==> config.mk <==
export PLATFORM = sky130hd
export DESIGN_NAME = lett_back
export DESIGN_NICKNAME = d
export VERILOG_FILES = /design/src/lett_pkg.sv /design/src/lett_back.sv
export SDC_FILE = /design/constraint.sdc
export NUM_CORES = 1
export LEC_CHECK = 0
export BUFFER_PORTS_ARGS = -buffer_cell sky130_fd_sc_hd__buf_2
export CORE_ASPECT_RATIO = 1.75
export CORE_MARGIN = 2
export CORE_UTILIZATION = 35
export DETAILED_ROUTE_END_ITERATION = 7
export PLACE_DENSITY = 0.55
export SYNTH_ARGS = -nofsm -noshare
export SYNTH_HDL_FRONTEND = slang
export SYNTH_SLANG_ARGS = --single-unit
export TNS_END_PERCENT = 100
==> constraint.sdc <==
create_clock -name clk -period 9.3 [get_ports clk]
set_input_delay 0 -clock clk [delete_from_list [all_inputs] [get_ports clk]]
set_output_delay 0 -clock clk [all_outputs]
set_load 0.02 [all_outputs]
==> src/lett_pkg.sv <==
// lett_pkg: shared types and constants of the lane edge tracker.
// Used by lett_front, lett_queue, lett_back and lane_edge_tracker_top.
// No dependencies.
`default_nettype none

package lett_pkg;

    // default frame geometry
    localparam int ROWS_DEF = 144;
    localparam int COLS_DEF = 256;

    // register reset values
    localparam logic [7:0] END_ROW_RST      = 8'd30;
    localparam logic [6:0] LOOK_OFFSET_RST  = 7'd15;
    localparam logic [6:0] SEARCH_RANGE_RST = 7'd15;
    localparam logic [7:0] JUMP_LIMIT_RST   = 8'd20;
    localparam logic [7:0] BAND_START_RST   = 8'd40;
    localparam logic [7:0] BAND_END_RST     = 8'd30;
    localparam int         MID_RST          = 127;

    // register indexes on the config port
    typedef enum logic [2:0] {
        CFG_END_ROW      = 3'd0,
        CFG_LOOK_OFFSET  = 3'd1,
        CFG_SEARCH_RANGE = 3'd2,
        CFG_JUMP_LIMIT   = 3'd3,
        CFG_BAND_START   = 3'd4,
        CFG_BAND_END     = 3'd5
    } cfg_index_t;

    // edge status codes
    localparam logic [1:0] ST_NONE = 2'd0;
    localparam logic [1:0] ST_FALL = 2'd1;
    localparam logic [1:0] ST_PREF = 2'd2;

    // one search job: settings captured at the last pixel of a frame
    typedef struct packed {
        logic [7:0] end_row;
        logic [8:0] look;
        logic [6:0] rng;
        logic [7:0] jump;
        logic [7:0] band_start;
        logic [7:0] band_end;
    } job_t;

endpackage

`default_nettype wire

==> src/lett_back.sv <==
// lett_back: search sequencer. Walks the frame store row by row for the lane
// edges, filters the midline, tests the corner band, holds the result beat.
// Depends on lett_pkg.
`default_nettype none

module lett_back #(
    parameter int ROWS = lett_pkg::ROWS_DEF,
    parameter int COLS = lett_pkg::COLS_DEF,
    localparam int AW = $clog2(ROWS * COLS)
) (
    input  logic             clk,
    input  logic             rst_n,
    input  logic             q_empty,
    input  lett_pkg::job_t   q_job,
    output logic             pop,
    output logic             busy,
    output logic [AW-1:0]    rd_addr,
    input  logic             rd_data,
    output logic             out_valid,
    input  logic             out_stall,
    output logic [7:0]       left_edge,
    output logic [7:0]       right_edge,
    output logic signed [9:0] mid_column,
    output logic [1:0]       left_status,
    output logic [1:0]       right_status,
    output logic             corner_found
);
    import lett_pkg::*;

    localparam int CW = $clog2(COLS);
    localparam int SW = (CW + 4 > 12) ? CW + 4 : 12;
    localparam int RW = $clog2(ROWS);
    localparam logic signed [SW-1:0] HI   = SW'(COLS - 1);
    localparam logic signed [SW-1:0] HALF = SW'(COLS / 2);
    localparam logic signed [SW-1:0] ZERO = '0;
    localparam logic [AW-1:0] BOT_BASE = AW'((ROWS - 1) * COLS);
    localparam logic [AW-1:0] ROW_STEP = AW'(COLS);
    localparam logic [RW-1:0] ROW_TOP  = RW'(ROWS - 1);
    localparam logic [RW-1:0] ROW_NEXT = RW'(ROWS - 2);
    localparam logic [CW-1:0] COL_LAST = CW'(COLS - 1);

    typedef enum logic [13:0] {
        S_IDLE   = 14'b00000000000001,
        S_BOT    = 14'b00000000000010,
        S_CHK    = 14'b00000000000100,
        S_A      = 14'b00000000001000,
        S_B      = 14'b00000000010000,
        S_END    = 14'b00000000100000,
        S_BOTEND = 14'b00000001000000,
        S_ROWCHK = 14'b00000010000000,
        S_ROWSET = 14'b00000100000000,
        S_FIN1   = 14'b00001000000000,
        S_FIN2   = 14'b00010000000000,
        S_FIN3   = 14'b00100000000000,
        S_CRN    = 14'b01000000000000,
        S_OUT    = 14'b10000000000000
    } state_t;

    // which edge scan is running
    typedef enum logic [2:0] {
        K_BL = 3'd0,
        K_BR = 3'd1,
        K_LP = 3'd2,
        K_LF = 3'd3,
        K_RP = 3'd4,
        K_RF = 3'd5
    } kind_t;

    state_t state_reg;
    job_t   job_reg;
    kind_t  kind_reg;

    logic [RW-1:0] row_reg;
    logic [AW-1:0] base_reg;
    logic [CW-1:0] crn_col_reg;
    logic          pend_reg;
    logic          corner_reg;

    logic signed [SW-1:0] bl_reg, br_reg, lw_reg, last_reg;
    logic [1:0]           bls_reg, brs_reg, lst_reg, rst_reg;
    logic signed [SW-1:0] lmax_reg, ls_reg, rmax_reg, rmin_reg, rs_reg;
    logic signed [SW-1:0] l_reg, r_reg, mid_reg;
    logic signed [SW-1:0] sc_c_reg, sc_lim_reg;
    logic                 sc_dn_reg, found_reg, a_reg;
    logic signed [SW-1:0] ol_reg, or_reg, om_reg;
    logic [1:0]           ols_reg, ors_reg;

    logic                 out_valid_reg;
    logic [7:0]           left_reg, right_reg;
    logic signed [9:0]    mid_out_reg;
    logic [1:0]           lsto_reg, rsto_reg;
    logic                 corner_out_reg;

    logic signed [SW-1:0] rng_s, jump_s;
    logic signed [SW-1:0] bl_p, bl_m, br_p, br_m;
    logic signed [SW-1:0] lmax_c, lmin_c, ls_c, rmax_c, rmin_c, rs_c;
    logic signed [SW-1:0] step_c, step2_c, col_c;
    logic signed [SW-1:0] diff_c, sum_c, half_c;
    logic signed [SW-1:0] mclamp_c, dlt_c, absd_c, newmid_c, lcl_c, rcl_c;
    logic [CW-1:0]        col_u;
    logic                 row_above_end, row_is_look, crn_live, crn_in_band;

    function automatic logic signed [SW-1:0] clamp_col(input logic signed [SW-1:0] v);
        logic signed [SW-1:0] res;
        res = v;
        if (v < ZERO)
        begin
            res = ZERO;
        end
        else if (v > HI)
        begin
            res = HI;
        end
        return res;
    endfunction

    function automatic logic in_range(input logic signed [SW-1:0] c,
                                      input logic signed [SW-1:0] lim,
                                      input logic dn);
        return dn ? (c > lim) : (c < lim);
    endfunction

    assign rng_s  = SW'($signed({1'b0, job_reg.rng}));
    assign jump_s = SW'($signed({1'b0, job_reg.jump}));

    // search windows for the next row
    always_comb
    begin
        bl_p = bl_reg + rng_s;
        bl_m = bl_reg - rng_s;
        br_p = br_reg + rng_s;
        br_m = br_reg - rng_s;
        if (bls_reg == ST_NONE)
        begin
            if (brs_reg != ST_NONE)
            begin
                lmax_c = clamp_col(br_p - lw_reg);
                lmin_c = clamp_col(br_m - lw_reg);
                ls_c   = clamp_col(br_reg - lw_reg);
            end
            else
            begin
                lmax_c = HALF;
                lmin_c = ZERO;
                ls_c   = HALF;
            end
        end
        else
        begin
            lmax_c = (bl_p > HI) ? HI : bl_p;
            lmin_c = (bl_m < ZERO) ? ZERO : bl_m;
            ls_c   = bl_reg;
        end
        if (brs_reg == ST_NONE)
        begin
            if (bls_reg != ST_NONE)
            begin
                rmax_c = clamp_col(bl_p + lw_reg);
                rmin_c = clamp_col(bl_m + lw_reg);
                rs_c   = clamp_col(bl_reg + lw_reg);
            end
            else
            begin
                rmax_c = HI;
                rmin_c = HALF;
                rs_c   = HALF;
            end
        end
        else
        begin
            rmax_c = (br_p > HI) ? HI : br_p;
            rmin_c = (br_m < ZERO) ? ZERO : br_m;
            rs_c   = br_reg;
        end
    end

    // scan stepping and read address
    always_comb
    begin
        step_c  = sc_dn_reg ? sc_c_reg - SW'(1) : sc_c_reg + SW'(1);
        step2_c = sc_dn_reg ? sc_c_reg - SW'(2) : sc_c_reg + SW'(2);
        col_c   = sc_c_reg;
        if (state_reg == S_A)
        begin
            col_c = step_c;
        end
        else if (state_reg == S_B)
        begin
            col_c = step2_c;
        end
        col_u = (state_reg == S_CRN) ? crn_col_reg : col_c[CW-1:0];
    end

    assign rd_addr = base_reg + AW'(col_u);

    // midline arithmetic, C style truncating halve
    always_comb
    begin
        diff_c   = r_reg - l_reg;
        sum_c    = diff_c + SW'(diff_c[SW-1]);
        half_c   = sum_c >>> 1;
        mclamp_c = (mid_reg < l_reg) ? l_reg : ((mid_reg > r_reg) ? r_reg : mid_reg);
        dlt_c    = mclamp_c - last_reg;
        absd_c   = (dlt_c < ZERO) ? -dlt_c : dlt_c;
        newmid_c = (absd_c > jump_s) ? last_reg : mclamp_c;
        lcl_c    = (l_reg < ZERO) ? ZERO : l_reg;
        rcl_c    = (r_reg > HI) ? HI : r_reg;
    end

    assign row_above_end = 16'(row_reg) > 16'(job_reg.end_row);
    assign row_is_look   = 16'(row_reg) == 16'(job_reg.look);
    assign crn_live      = 16'(row_reg) > 16'(job_reg.band_end);
    assign crn_in_band   = 16'(row_reg) <= 16'(job_reg.band_start);

    assign pop  = (state_reg == S_IDLE) && !q_empty;
    assign busy = (state_reg != S_IDLE);

    // job capture
    always_ff @(posedge clk)
    begin
        if (pop)
        begin
            job_reg <= q_job;
        end
    end

    // sequencer
    always_ff @(posedge clk or negedge rst_n)
    begin
        if (!rst_n)
        begin
            state_reg     <= S_IDLE;
            kind_reg      <= K_BL;
            bl_reg        <= ZERO;
            br_reg        <= ZERO;
            bls_reg       <= ST_NONE;
            brs_reg       <= ST_NONE;
            lw_reg        <= ZERO;
            last_reg      <= SW'(MID_RST);
            pend_reg      <= 1'b0;
            out_valid_reg <= 1'b0;
        end
        else
        begin
            if (out_valid_reg && !out_stall)
            begin
                out_valid_reg <= 1'b0;
            end
            unique case (state_reg)
                S_IDLE:
                begin
                    if (!q_empty)
                    begin
                        state_reg <= S_BOT;
                    end
                end
                // bottom row, scan left from centre
                S_BOT:
                begin
                    bl_reg     <= ZERO;
                    br_reg     <= HI;
                    bls_reg    <= ST_NONE;
                    brs_reg    <= ST_NONE;
                    ol_reg     <= ZERO;
                    or_reg     <= HI;
                    om_reg     <= HALF;
                    ols_reg    <= ST_NONE;
                    ors_reg    <= ST_NONE;
                    corner_reg <= 1'b1;
                    base_reg   <= BOT_BASE;
                    sc_c_reg   <= HALF;
                    sc_lim_reg <= ZERO;
                    sc_dn_reg  <= 1'b1;
                    kind_reg   <= K_BL;
                    state_reg  <= S_CHK;
                end
                S_CHK:
                begin
                    if (in_range(sc_c_reg, sc_lim_reg, sc_dn_reg))
                    begin
                        state_reg <= S_A;
                    end
                    else
                    begin
                        found_reg <= 1'b0;
                        state_reg <= S_END;
                    end
                end
                S_A:
                begin
                    a_reg     <= rd_data;
                    state_reg <= S_B;
                end
                // compare neighbor pair, then slide one column
                S_B:
                begin
                    if (a_reg != rd_data)
                    begin
                        found_reg <= 1'b1;
                        state_reg <= S_END;
                    end
                    else
                    begin
                        a_reg    <= rd_data;
                        sc_c_reg <= step_c;
                        if (!in_range(step_c, sc_lim_reg, sc_dn_reg))
                        begin
                            found_reg <= 1'b0;
                            state_reg <= S_END;
                        end
                    end
                end
                // scan finished: record and pick the next scan
                S_END:
                begin
                    unique case (kind_reg)
                        K_BL:
                        begin
                            if (found_reg)
                            begin
                                bl_reg  <= sc_c_reg;
                                bls_reg <= ST_PREF;
                            end
                            sc_c_reg   <= HALF;
                            sc_lim_reg <= HI;
                            sc_dn_reg  <= 1'b0;
                            kind_reg   <= K_BR;
                            state_reg  <= S_CHK;
                        end
                        K_BR:
                        begin
                            if (found_reg)
                            begin
                                br_reg  <= sc_c_reg;
                                brs_reg <= ST_PREF;
                            end
                            state_reg <= S_BOTEND;
                        end
                        K_LP:
                        begin
                            if (found_reg)
                            begin
                                l_reg      <= sc_c_reg;
                                lst_reg    <= ST_PREF;
                                sc_c_reg   <= rs_reg;
                                sc_lim_reg <= rmax_reg;
                                sc_dn_reg  <= 1'b0;
                                kind_reg   <= K_RP;
                            end
                            else
                            begin
                                sc_c_reg   <= ls_reg;
                                sc_lim_reg <= lmax_reg;
                                sc_dn_reg  <= 1'b0;
                                kind_reg   <= K_LF;
                            end
                            state_reg <= S_CHK;
                        end
                        K_LF:
                        begin
                            if (found_reg)
                            begin
                                l_reg   <= sc_c_reg;
                                lst_reg <= ST_FALL;
                            end
                            sc_c_reg   <= rs_reg;
                            sc_lim_reg <= rmax_reg;
                            sc_dn_reg  <= 1'b0;
                            kind_reg   <= K_RP;
                            state_reg  <= S_CHK;
                        end
                        K_RP:
                        begin
                            if (found_reg)
                            begin
                                r_reg     <= sc_c_reg;
                                rst_reg   <= ST_PREF;
                                state_reg <= S_FIN1;
                            end
                            else
                            begin
                                sc_c_reg   <= rs_reg;
                                sc_lim_reg <= rmin_reg;
                                sc_dn_reg  <= 1'b1;
                                kind_reg   <= K_RF;
                                state_reg  <= S_CHK;
                            end
                        end
                        K_RF:
                        begin
                            if (found_reg)
                            begin
                                r_reg   <= sc_c_reg;
                                rst_reg <= ST_FALL;
                            end
                            state_reg <= S_FIN1;
                        end
                        default:
                        begin
                            state_reg <= S_FIN1;
                        end
                    endcase
                end
                // bottom row may itself be the look row
                S_BOTEND:
                begin
                    if (16'(ROW_TOP) == 16'(job_reg.look))
                    begin
                        ol_reg  <= bl_reg;
                        or_reg  <= br_reg;
                        ols_reg <= bls_reg;
                        ors_reg <= brs_reg;
                    end
                    row_reg   <= ROW_NEXT;
                    base_reg  <= base_reg - ROW_STEP;
                    state_reg <= S_ROWCHK;
                end
                S_ROWCHK:
                begin
                    if (row_above_end)
                    begin
                        state_reg <= S_ROWSET;
                    end
                    else
                    begin
                        row_reg     <= ROW_TOP;
                        base_reg    <= BOT_BASE;
                        crn_col_reg <= '0;
                        pend_reg    <= 1'b0;
                        state_reg   <= S_CRN;
                    end
                end
                // set windows, start the preferred left scan
                S_ROWSET:
                begin
                    lmax_reg   <= lmax_c;
                    ls_reg     <= ls_c;
                    rmax_reg   <= rmax_c;
                    rmin_reg   <= rmin_c;
                    rs_reg     <= rs_c;
                    l_reg      <= ZERO;
                    r_reg      <= HI;
                    lst_reg    <= ST_NONE;
                    rst_reg    <= ST_NONE;
                    sc_c_reg   <= ls_c;
                    sc_lim_reg <= lmin_c;
                    sc_dn_reg  <= 1'b1;
                    kind_reg   <= K_LP;
                    state_reg  <= S_CHK;
                end
                // width measure, edge inference from the width, or the row below's edges
                S_FIN1:
                begin
                    if (lst_reg != ST_NONE && rst_reg != ST_NONE)
                    begin
                        lw_reg <= r_reg - l_reg;
                    end
                    else if (lst_reg != ST_NONE)
                    begin
                        r_reg <= l_reg + lw_reg;
                    end
                    else if (rst_reg != ST_NONE)
                    begin
                        l_reg <= r_reg - lw_reg;
                    end
                    else
                    begin
                        l_reg <= bl_reg;
                        r_reg <= br_reg;
                    end
                    state_reg <= S_FIN2;
                end
                S_FIN2:
                begin
                    mid_reg   <= l_reg + half_c;
                    state_reg <= S_FIN3;
                end
                // jump filter and commit the row
                S_FIN3:
                begin
                    last_reg <= newmid_c;
                    bl_reg   <= lcl_c;
                    br_reg   <= rcl_c;
                    bls_reg  <= lst_reg;
                    brs_reg  <= rst_reg;
                    if (row_is_look)
                    begin
                        ol_reg  <= lcl_c;
                        or_reg  <= rcl_c;
                        om_reg  <= newmid_c;
                        ols_reg <= lst_reg;
                        ors_reg <= rst_reg;
                    end
                    row_reg   <= row_reg - RW'(1);
                    base_reg  <= base_reg - ROW_STEP;
                    state_reg <= S_ROWCHK;
                end
                // corner band: one pixel read per cycle
                S_CRN:
                begin
                    if (pend_reg && rd_data)
                    begin
                        corner_reg <= 1'b0;
                    end
                    if (crn_live)
                    begin
                        if (crn_in_band)
                        begin
                            pend_reg <= 1'b1;
                            if (crn_col_reg == COL_LAST)
                            begin
                                crn_col_reg <= '0;
                                row_reg     <= row_reg - RW'(1);
                                base_reg    <= base_reg - ROW_STEP;
                            end
                            else
                            begin
                                crn_col_reg <= crn_col_reg + CW'(1);
                            end
                        end
                        else
                        begin
                            pend_reg <= 1'b0;
                            row_reg  <= row_reg - RW'(1);
                            base_reg <= base_reg - ROW_STEP;
                        end
                    end
                    else
                    begin
                        pend_reg  <= 1'b0;
                        state_reg <= S_OUT;
                    end
                end
                // result beat into the output register
                S_OUT:
                begin
                    if (!out_valid_reg || !out_stall)
                    begin
                        out_valid_reg <= 1'b1;
                        state_reg     <= S_IDLE;
                    end
                end
                default:
                begin
                    state_reg <= S_IDLE;
                end
            endcase
        end
    end

    // output payload
    always_ff @(posedge clk)
    begin
        if (state_reg == S_OUT && (!out_valid_reg || !out_stall))
        begin
            left_reg       <= 8'(clamp_col(ol_reg));
            right_reg      <= 8'(clamp_col(or_reg));
            mid_out_reg    <= 10'(om_reg);
            lsto_reg       <= ols_reg;
            rsto_reg       <= ors_reg;
            corner_out_reg <= corner_reg;
        end
    end

    assign out_valid    = out_valid_reg;
    assign left_edge    = left_reg;
    assign right_edge   = right_reg;
    assign mid_column   = mid_out_reg;
    assign left_status  = lsto_reg;
    assign right_status = rsto_reg;
    assign corner_found = corner_out_reg;

endmodule

`default_nettype wire

# == Yosys cells after proc, flatten, opt, wreduce, memory -nomap -nowiden ==
# Cells that the tools add are included.
# word_totals
reg_bits,348
in_bits,53
output_inout_bits,50
elab_cells,354
# classes
add_sub_neg,25
order_cmp,33
n_eq_ne,54
muxes,138
n_reduce_logical,58
# op_table
operator,count
$mux 12,55
$pmux 12 s3,7
$pmux 14 s12,1
$lt 12x1->1 const B,12
$pmux 12 s4,3
$gt 12x9->1 const B,11
$mux 8,14
$sub 12x12->12,6
$mux 14,5
$mux 16,4
$pmux 16 s4,1
$add 12x12->12,4
$gt 12x12->1,3
$lt 12x12->1,3
$pmux 8 s4,1
$ne 2x2->1 const B,15
$pmux 10 s3,1
$reduce_and 5->1,6
$add 12x8->12,2
$pmux 2 s3,4
$sub 12x8->12,2
$reduce_bool 2->1,11
$ne 3x3->1 const B,7
$mux 10,2
other kinds (64),128

# == Logic depth before layout (Yosys ltp) ==
# Gate-level depths: netlist of the first run.
# depth
word_depth,10
ltp_mapped,33
depth_no_buf,30

# == Least setup slack after synthesis of the first run ==
# No wires, ideal clock.
# synth_path
path_kind,reg-to-reg
from,register r_reg[11]
to,register om_reg[1] (data pin)
setup_ps,266
t_arrival_ps,6347
t_required_ps,9034
setup_slack_ps,2687
path_stages_with_launch,33
n_path_buf,3
synth_period_minus_slack_ps,6613
cell_sequence,edfxtp_1 -> buf_1 -> inv_1 -> ha_1 -> and4_4 -> nand3_2 -> a21o_1 -> a31o_1 -> nor2_1 -> buf_2 -> mux2i_1 -> a21oi_1 -> ha_1 -> or3_1 -> o22ai_1 -> a21oi_1 -> a211oi_1 -> o21ai_1 -> xnor2_1 -> xnor2_2 -> nor2b_1 -> xor2_1 -> ha_1 -> and3_1 -> a221oi_1 -> o21ai_0 -> o21ai_0 -> nand2_1 -> o31a_1 -> mux2i_2 -> buf_4 -> mux2i_1 -> nor2_1
# synth_between
elab_chain_cells,10
elab_cells_between_ends,11
cone_classes,2 x add/sub; 3 x order compare; 6 x mux
# synth_lines
item,line_no,rtl
"start, declared",lett_back.sv:82,"logic signed [SW-1:0] l_reg, r_reg, mid_reg;"
"start signal, assigned",lett_back.sv:376,r_reg <= sc_c_reg;
"start signal, assigned",lett_back.sv:393,r_reg <= sc_c_reg;
"start signal, assigned",lett_back.sv:460,r_reg <= l_reg + lw_reg;
$gt 12x12->1,lett_back.sv:202,mclamp_c = (mid_reg < l_reg) ? l_reg : ((mid_reg > r_reg) ? r_reg : mid_reg);
$mux 12 * (2 in series),lett_back.sv:202,
$sub 12x12->12,lett_back.sv:203,dlt_c = mclamp_c - last_reg;
$neg 12->12 or $lt 12x1->1 (tied branches),lett_back.sv:204,absd_c = (dlt_c < ZERO) ? -dlt_c : dlt_c;
$mux 12,lett_back.sv:204,
$gt 12x9->1,lett_back.sv:205,newmid_c = (absd_c > jump_s) ? last_reg : mclamp_c;
$mux 12 *,lett_back.sv:205,
$mux 10 *,lett_back.sv:486,if (row_is_look)
$pmux 10 s2 *,lett_back.sv:249,unique case (state_reg)
"end signal, assigned",lett_back.sv:490,om_reg <= newmid_c;
"end, declared",lett_back.sv:85,"logic signed [SW-1:0] ol_reg, or_reg, om_reg;"
# Mark *: on every way between the ends. The rest lies on a longest branch, timed or not. The select of a mux whose other input is x is not followed.
# A chain may end at the register's enable or synchronous reset.

# == Final worst setup path of the first run ==
# layout_path
from,register r_reg[11]
to,register om_reg[2] (data pin)
# Same word-level chain as after synthesis.

==> impl_metrics.yaml, run 1 <==
synthesis:
  yosysTopAreaCell: "edfxtp_1"
  synth-seq-area-share: 0.400
  ys_top_cells_by_count: "edfxtp_1, nor2_1, ha_1, a21oi_1, inv_1"
  yosysMostFrequentCell: "edfxtp_1"
  synth_edf_count: 268
  synthesis.nets: 2869
  ys.flop_type: "edfxtp_1"
  synth.avg_cell_area_um2: 9.61
  yosysTopAreaCellShare: 0.328
  async_flop_share: 0.209
  synth_area_leaders: "edfxtp_1, ha_1, dfrtp_1, xnor2_1, a21oi_1"
  syn_area_mm2: 0.0246
  syn_inst: 2556
  ys_warn_count: 0
  synth-seq-cells: 339
  yosysUniqueCellTypes: 93
power:
  total_power_mw: 7.46
  ir_drop_mv: 0.147
  pwr_density_cell_mw_per_mm2: 266
  p_leak_nw: 11.2
finish:
  area.growth.synth_to_final_pct: 14.2
  largest_register_ffs: 48
  diodes: 0
  layout.nets: 3020
  drive_gt1_frac: 0.0928
global_route:
  overflow: 0
  antenna_found_initial: 1
  grt_pass1_vias: 21700
  track_usage: 0.243
  grt_max_degree: 60
  grt_pass1_wl_um: 131000
clock_network:
  clock_sinks: 339
  cts_resized: 0
  insertion_delay_ns: 0.59
  holdBufCountCts: 52
  clk_path_buf_depth: 3
  cts.clk_slew.worst_paths_ns: 0.06
  post_cts_buffers: 0
  root_buffer: "clkbuf_16"
  tritoncts: "done"
  cts_max_level: 2
  cts_made_buffers: 38
die:
  dieArea_mm2: 0.0724
  start_util: 0.353
  die_h_um: 354
  die_w_um: 204
  pin_count: 103
  num_rows: 128
  core_area_mm2: 0.0695
detailed_routing:
  postRouteAntennaNets: 0
  routed_via_density: 5.65
  drtPass1Iterations: 5
  drcViolationCount: 0
  drt_wl_total_um: 88800
  num_vias: 20600
  drtIter0Drc: 1259
  wl_per_cell_um: 24.4
place:
  dp_hpwl_um: 70000
  gp_congestion: 1.00
  portBuffers: 102
critical_path:
  slowest_stage: "nor2_1"
  cp.arrival_ns: 8.36
  cpMostUsedCell: "ha_1"
  endpoint_kind: "flip-flop"
  critPathKind: "reg -> reg"
  worstPathRequired_ns: 9.61
  max_stage_delay_ns: 0.70
  critPathMaxFanout: 12
  worstSetupStartpointType: "flip-flop"
sta:
  finalCriticalPeriod_ns: 8.05
  worst_slew_pin_slew_ns: 1.41
  slew_headroom: 0.0514
  setup_tns_ns: 0
  slew_violations: 0
  max_freq_mhz: 124
  final.setup_skew_ns: 0.0252
  fin_crit_sh: 0.866
  rsz0062_at_grt: "no"
  setup_viol: 0
  hold_viol_final: 0
hold_path:
  worstHoldPathType: "in -> async"
job:
  drv_cap: 0
status:
  outcome: "finished, final reports clean"
per-layer routing:
metal / wire, um / track usage / vias up
met5: 0 / 0 / -
met4: 8750 / 0.207 / 0
met3: 3610 / 0.0290 / 311
met2: 47400 / 0.468 / 715
met1: 29100 / 0.222 / 9945
li1: - / - / 9644
path summary, 6_finish.rpt:
check	endpoint	slack (ns)	cells past startpoint	start
hold reg to reg	mid_column[7]$_DFFE_PP_	0.42	0	om_reg[7]$_SDFFCE_PN1P_
setup / recovery	om_reg[2]$_SDFFCE_PN0P_	1.25	30	r_reg[11]$_DFFE_PP_
min in group clk	job_reg[30]$_DFFE_PP_	0.13	2	q_job[30]
max in group asynchronous	br_reg[9]$_DFFE_PN0P_	8.08	3	rst_n
hold / removal	bl_reg[11]$_DFFE_PN0P_	0.1	2	rst_n
setup reg to reg	om_reg[2]$_SDFFCE_PN0P_	1.25	30	r_reg[11]$_DFFE_PP_
stage by stage:
stage / util / std cells / worst slack (ns) / hold WS, ns / cell area [um^2]
2_1_floorplan: - / 2556 / 2.69 / -0.296 / 24600
3_3_place_gp: 0.377 / 3525 / 1.47 / -0.0748 / 26200
3_5_place_dp: 0.377 / 3525 / 1.40 / -0.0687 / 26200
4_1_cts: 0.403 / 3646 / 1.35 / 0.0568 / 28000
5_1_grt: 0.403 / 3646 / 0.868 / 0.0655 / 28000
6_report: 0.403 / 3646 / 1.25 / 0.0995 / 28000
final cells by class:
| cell class | instances | area [um^2] |
|---|---|---|
| Fill cell | 6894 | 41500 |
| Timing Repair Buffer | 191 | 1310 |
| Clock inverter | 19 | 220 |
| Multi-Input combinational cell | 1949 | 13800 |
| Sequential cell | 339 | 9830 |
| Tap cell | 910 | 1140 |
| Inverter | 188 | 706 |
| Clock buffer | 50 | 1070 |
logic make-up (layout without fill, tap and decap cells):
group | Yosys count | count (layout) | synth area share
xor gates and xnor gates | 177 | 177 | 0.0634
and+or+nand+nor | 751 | 751 | 0.147
buffers and inverters | 268 | 448 | 0.0422
AOI/OAI and AO/OA | 714 | 714 | 0.188
DFF | 339 | 339 | 0.400
muxes | 47 | 47 | 0.0213
adders and majority gates | 260 | 260 | 0.138
critical path, delay by kind of cell (launching register included):
family                   cells  cell delay [ns]
multiplexers                 3             0.96
adder cells (fa/ha/maj)      3             0.94
flip-flops                   1             0.67
AND/OR/NAND/NOR              8             1.64
AO/OA/AOI/OAI               11             2.37
XOR/XNOR                     3             0.75
buffers and inverters        2             0.42
where the power goes:
group | internal (mW) | total [mW] | switching, mW
clock | 0.926 | 1.61 | 0.679
sequential | 1.86 | 2.13 | 0.264
combinational | 1.35 | 3.73 | 2.37
total | 4.14 | 7.46 | 3.32
placed cells by master (no fill, tap or decap), types with 21 or more instances in the layout:
| cell | count |
|---|---|
| edfxtp_1 | 268 |
| nor2_1 | 251 |
| ha_1 | 243 |
| a21oi_1 | 207 |
| inv_1 | 188 |
| nand2_1 | 168 |
| o21ai_0 | 151 |
| xnor2_1 | 128 |
| buf_2 | 101 |
| dfrtp_1 | 63 |
| nand3_1 | 54 |
| dlygate4sd3_1 | 52 |
| a21o_1 | 51 |
| xor2_1 | 48 |
| nor3_1 | 48 |
| nor2b_1 | 44 |
| clkbuf_16 | 39 |
| buf_4 | 38 |
| a22oi_1 | 37 |
| a22o_1 | 36 |
| mux2i_1 | 34 |
| o21a_1 | 31 |
| nand2b_1 | 26 |
| and2_1 | 23 |
| o22ai_1 | 22 |
| and3_1 | 21 |
No activity file was read; power rests on OpenSTA's default activity.
==> inputs of run 2 (changes only) <==
==> constraint.sdc (replaced) <==
create_clock -name clk -period 8.7 [get_ports clk]
set_input_delay 0 -clock clk [delete_from_list [all_inputs] [get_ports clk]]
set_output_delay 0 -clock clk [all_outputs]
set_load 0.02 [all_outputs]
==> run 2 against run 1 <==
Highest routed layer is now met5. Utilization about the same. Clock skew down 0.0062 ns. Cell area fell by 0.10%. Critical path depth increased by 1. Clock power grew 7%. Critical path type unchanged. Register-to-register slack about the same. Sequential cell count unchanged. Critical endpoint is now om_reg[9]$_SDFFCE_PN0P_. Global-route usage shrank 0.14 points.
==> impl_metrics.yaml, run 2 (same netlist as run 1, synthesis figures left out) <==
sta:
  rsz0062_at_grt: "no"
  finalCriticalPeriod_ns: 7.45
  fin_crit_sh: 0.856
  setup_viol: 0
  max_freq_mhz: 134
  whs_ns: 0.0696
  worst_slack_ns: 1.25
  setup_tns_ns: 0
  hold_viol_final: 0
  worst_slew_pin_slew_ns: 1.33
  final.setup_skew_ns: 0.0189
  slew_headroom: 0.112
  slew_violations: 0
global_route:
  overflow: 0
  grt_pass1_wl_um: 130000
  grt_pass1_vias: 21100
  track_usage: 0.242
  antenna_found_initial: 2
  grt_max_degree: 64
detailed_routing:
  num_vias: 20600
  drtPass1Iterations: 6
  drt_wl_total_um: 88600
  postRouteAntennaNets: 0
  wl_per_cell_um: 24.3
  routed_via_density: 5.67
  drtIter0Drc: 1422
  drcViolationCount: 0
die:
  num_rows: 128
  dieArea_mm2: 0.0724
  pin_count: 103
  core_area_mm2: 0.0695
  die_h_um: 354
  start_util: 0.353
  die_w_um: 204
power:
  combPwrFrac: 0.496
  p_sw_mw: 3.64
  internal_power_mw: 4.41
  p_leak_nw: 11.2
  ir_drop_mv: 0.148
  power_frac_clock: 0.214
  power_frac_seq: 0.290
  total_power_mw: 8.05
  p_sw_frac: 0.453
  pwr_density_cell_mw_per_mm2: 288
critical_path:
  slowest_stage: "edfxtp_1"
  r2r_start: "r_reg[11]$_DFFE_PP_"
  worstPathRequired_ns: 9.02
  endpoint_kind: "flip-flop"
  worstSetupStartpointType: "flip-flop"
  max_stage_delay_ns: 0.63
  cpMostUsedCell: "ha_1"
  cp.arrival_ns: 7.77
  critPathKind: "reg -> reg"
  critPathMaxFanout: 12
  cp_num_buf_inv: 3
  cp_top_family: "compound AO/OA/AOI/OAI gates"
  crit_start: "r_reg[11]$_DFFE_PP_"
clock_network:
  cts_made_buffers: 37
  root_buffer: "clkbuf_16"
  clk_path_buf_depth: 3
  insertion_delay_ns: 0.58
  clock_sinks: 339
  post_cts_buffers: 0
  cts_max_level: 2
  tritoncts: "done"
  cts.clk_slew.worst_paths_ns: 0.07
place:
  dpl.cell_count: 3522
  gp_congestion: 0.996
  dpl_cell_area_mm2: 0.0262
  dp_slack_ns: 1.33
  portBuffers: 102
  dp_hpwl_um: 70300
finish:
  layout.cells.non_filler: 3642
  final_core_util: 0.403
  final_cell_mix: "edfxtp_1, nor2_1, ha_1"
  area.growth.synth_to_final_pct: 14.0
  finalInstanceArea_mm2: 0.0280
  fill_cells: 6881
  largest_register_ffs: 48
  layout.nets: 3016
  drive_gt1_frac: 0.0919
  layout_commonest_cell: "edfxtp_1"
job:
  drv_cap: 0
status:
  outcome: "finished, final reports clean"
hold_path:
  worstHoldPathType: "in -> async"
[run 2: cell count changes in the layout (fill, tap and decap cells not counted), moves of 2 or more]
cell,change
buf_4,-3
clkbuf_1,-2
clkinv_1,-3
clkbuf_8,-2
clkinv_2,+2
clkinv_4,+2
[run 2: power by group through the flow]
stage               clock network [mW]  registers [mW]  logic, mW
floorplan                            0            2.13       2.69
finish                            1.72            2.33       4.00
global placement                     0            2.35       3.78
CTS                               1.75            2.32       3.90
detailed placement                   0            2.35       3.86
global route                      1.81            2.34       4.29
[run 2: layer usage]
layer,track usage,vias to the layer above,share of wire
li1,-,9640,-
met2,0.455,720,0.52
met3,0.0272,315,0.039
met4,0.207,2,0.10
met1,0.230,9964,0.34
met5,0,-,0.00016
[run 2: timing repair]
action / in CTS / in global routing
hold buffers: 52 / 0
resized for setup: 0 / 0
endpoints found under the hold margin: 133 / 0
[run 2: layout make-up]
class	instances	area [um^2]	area share
Tap cell	910	1140	0.0407
Sequential cell	339	9830	0.351
Inverter	188	706	0.0252
Clock inverter	22	280	0.0100
Timing Repair Buffer	188	1290	0.0460
Multi-Input combinational cell	1949	13800	0.491
Antenna cell	1	2.50	0.0000893
Clock buffer	45	1010	0.0360
[run 2: path summary, 6_finish.rpt]
kind | endpoint | slack, ns | depth (start not counted)
min in group clk | job_reg[27]$_DFFE_PP_ | 0.13 | 2
worst min register to register | mid_column[1]$_DFFE_PP_ | 0.42 | 0
worst min-delay path | state_reg[9]$_DFFE_PN0P_ | 0.07 | 2
worst max-delay path | om_reg[9]$_SDFFCE_PN0P_ | 1.25 | 31
max in group asynchronous | lw_reg[11]$_DFFE_PN0P_ | 7.45 | 3
worst max register to register | om_reg[9]$_SDFFCE_PN0P_ | 1.25 | 31
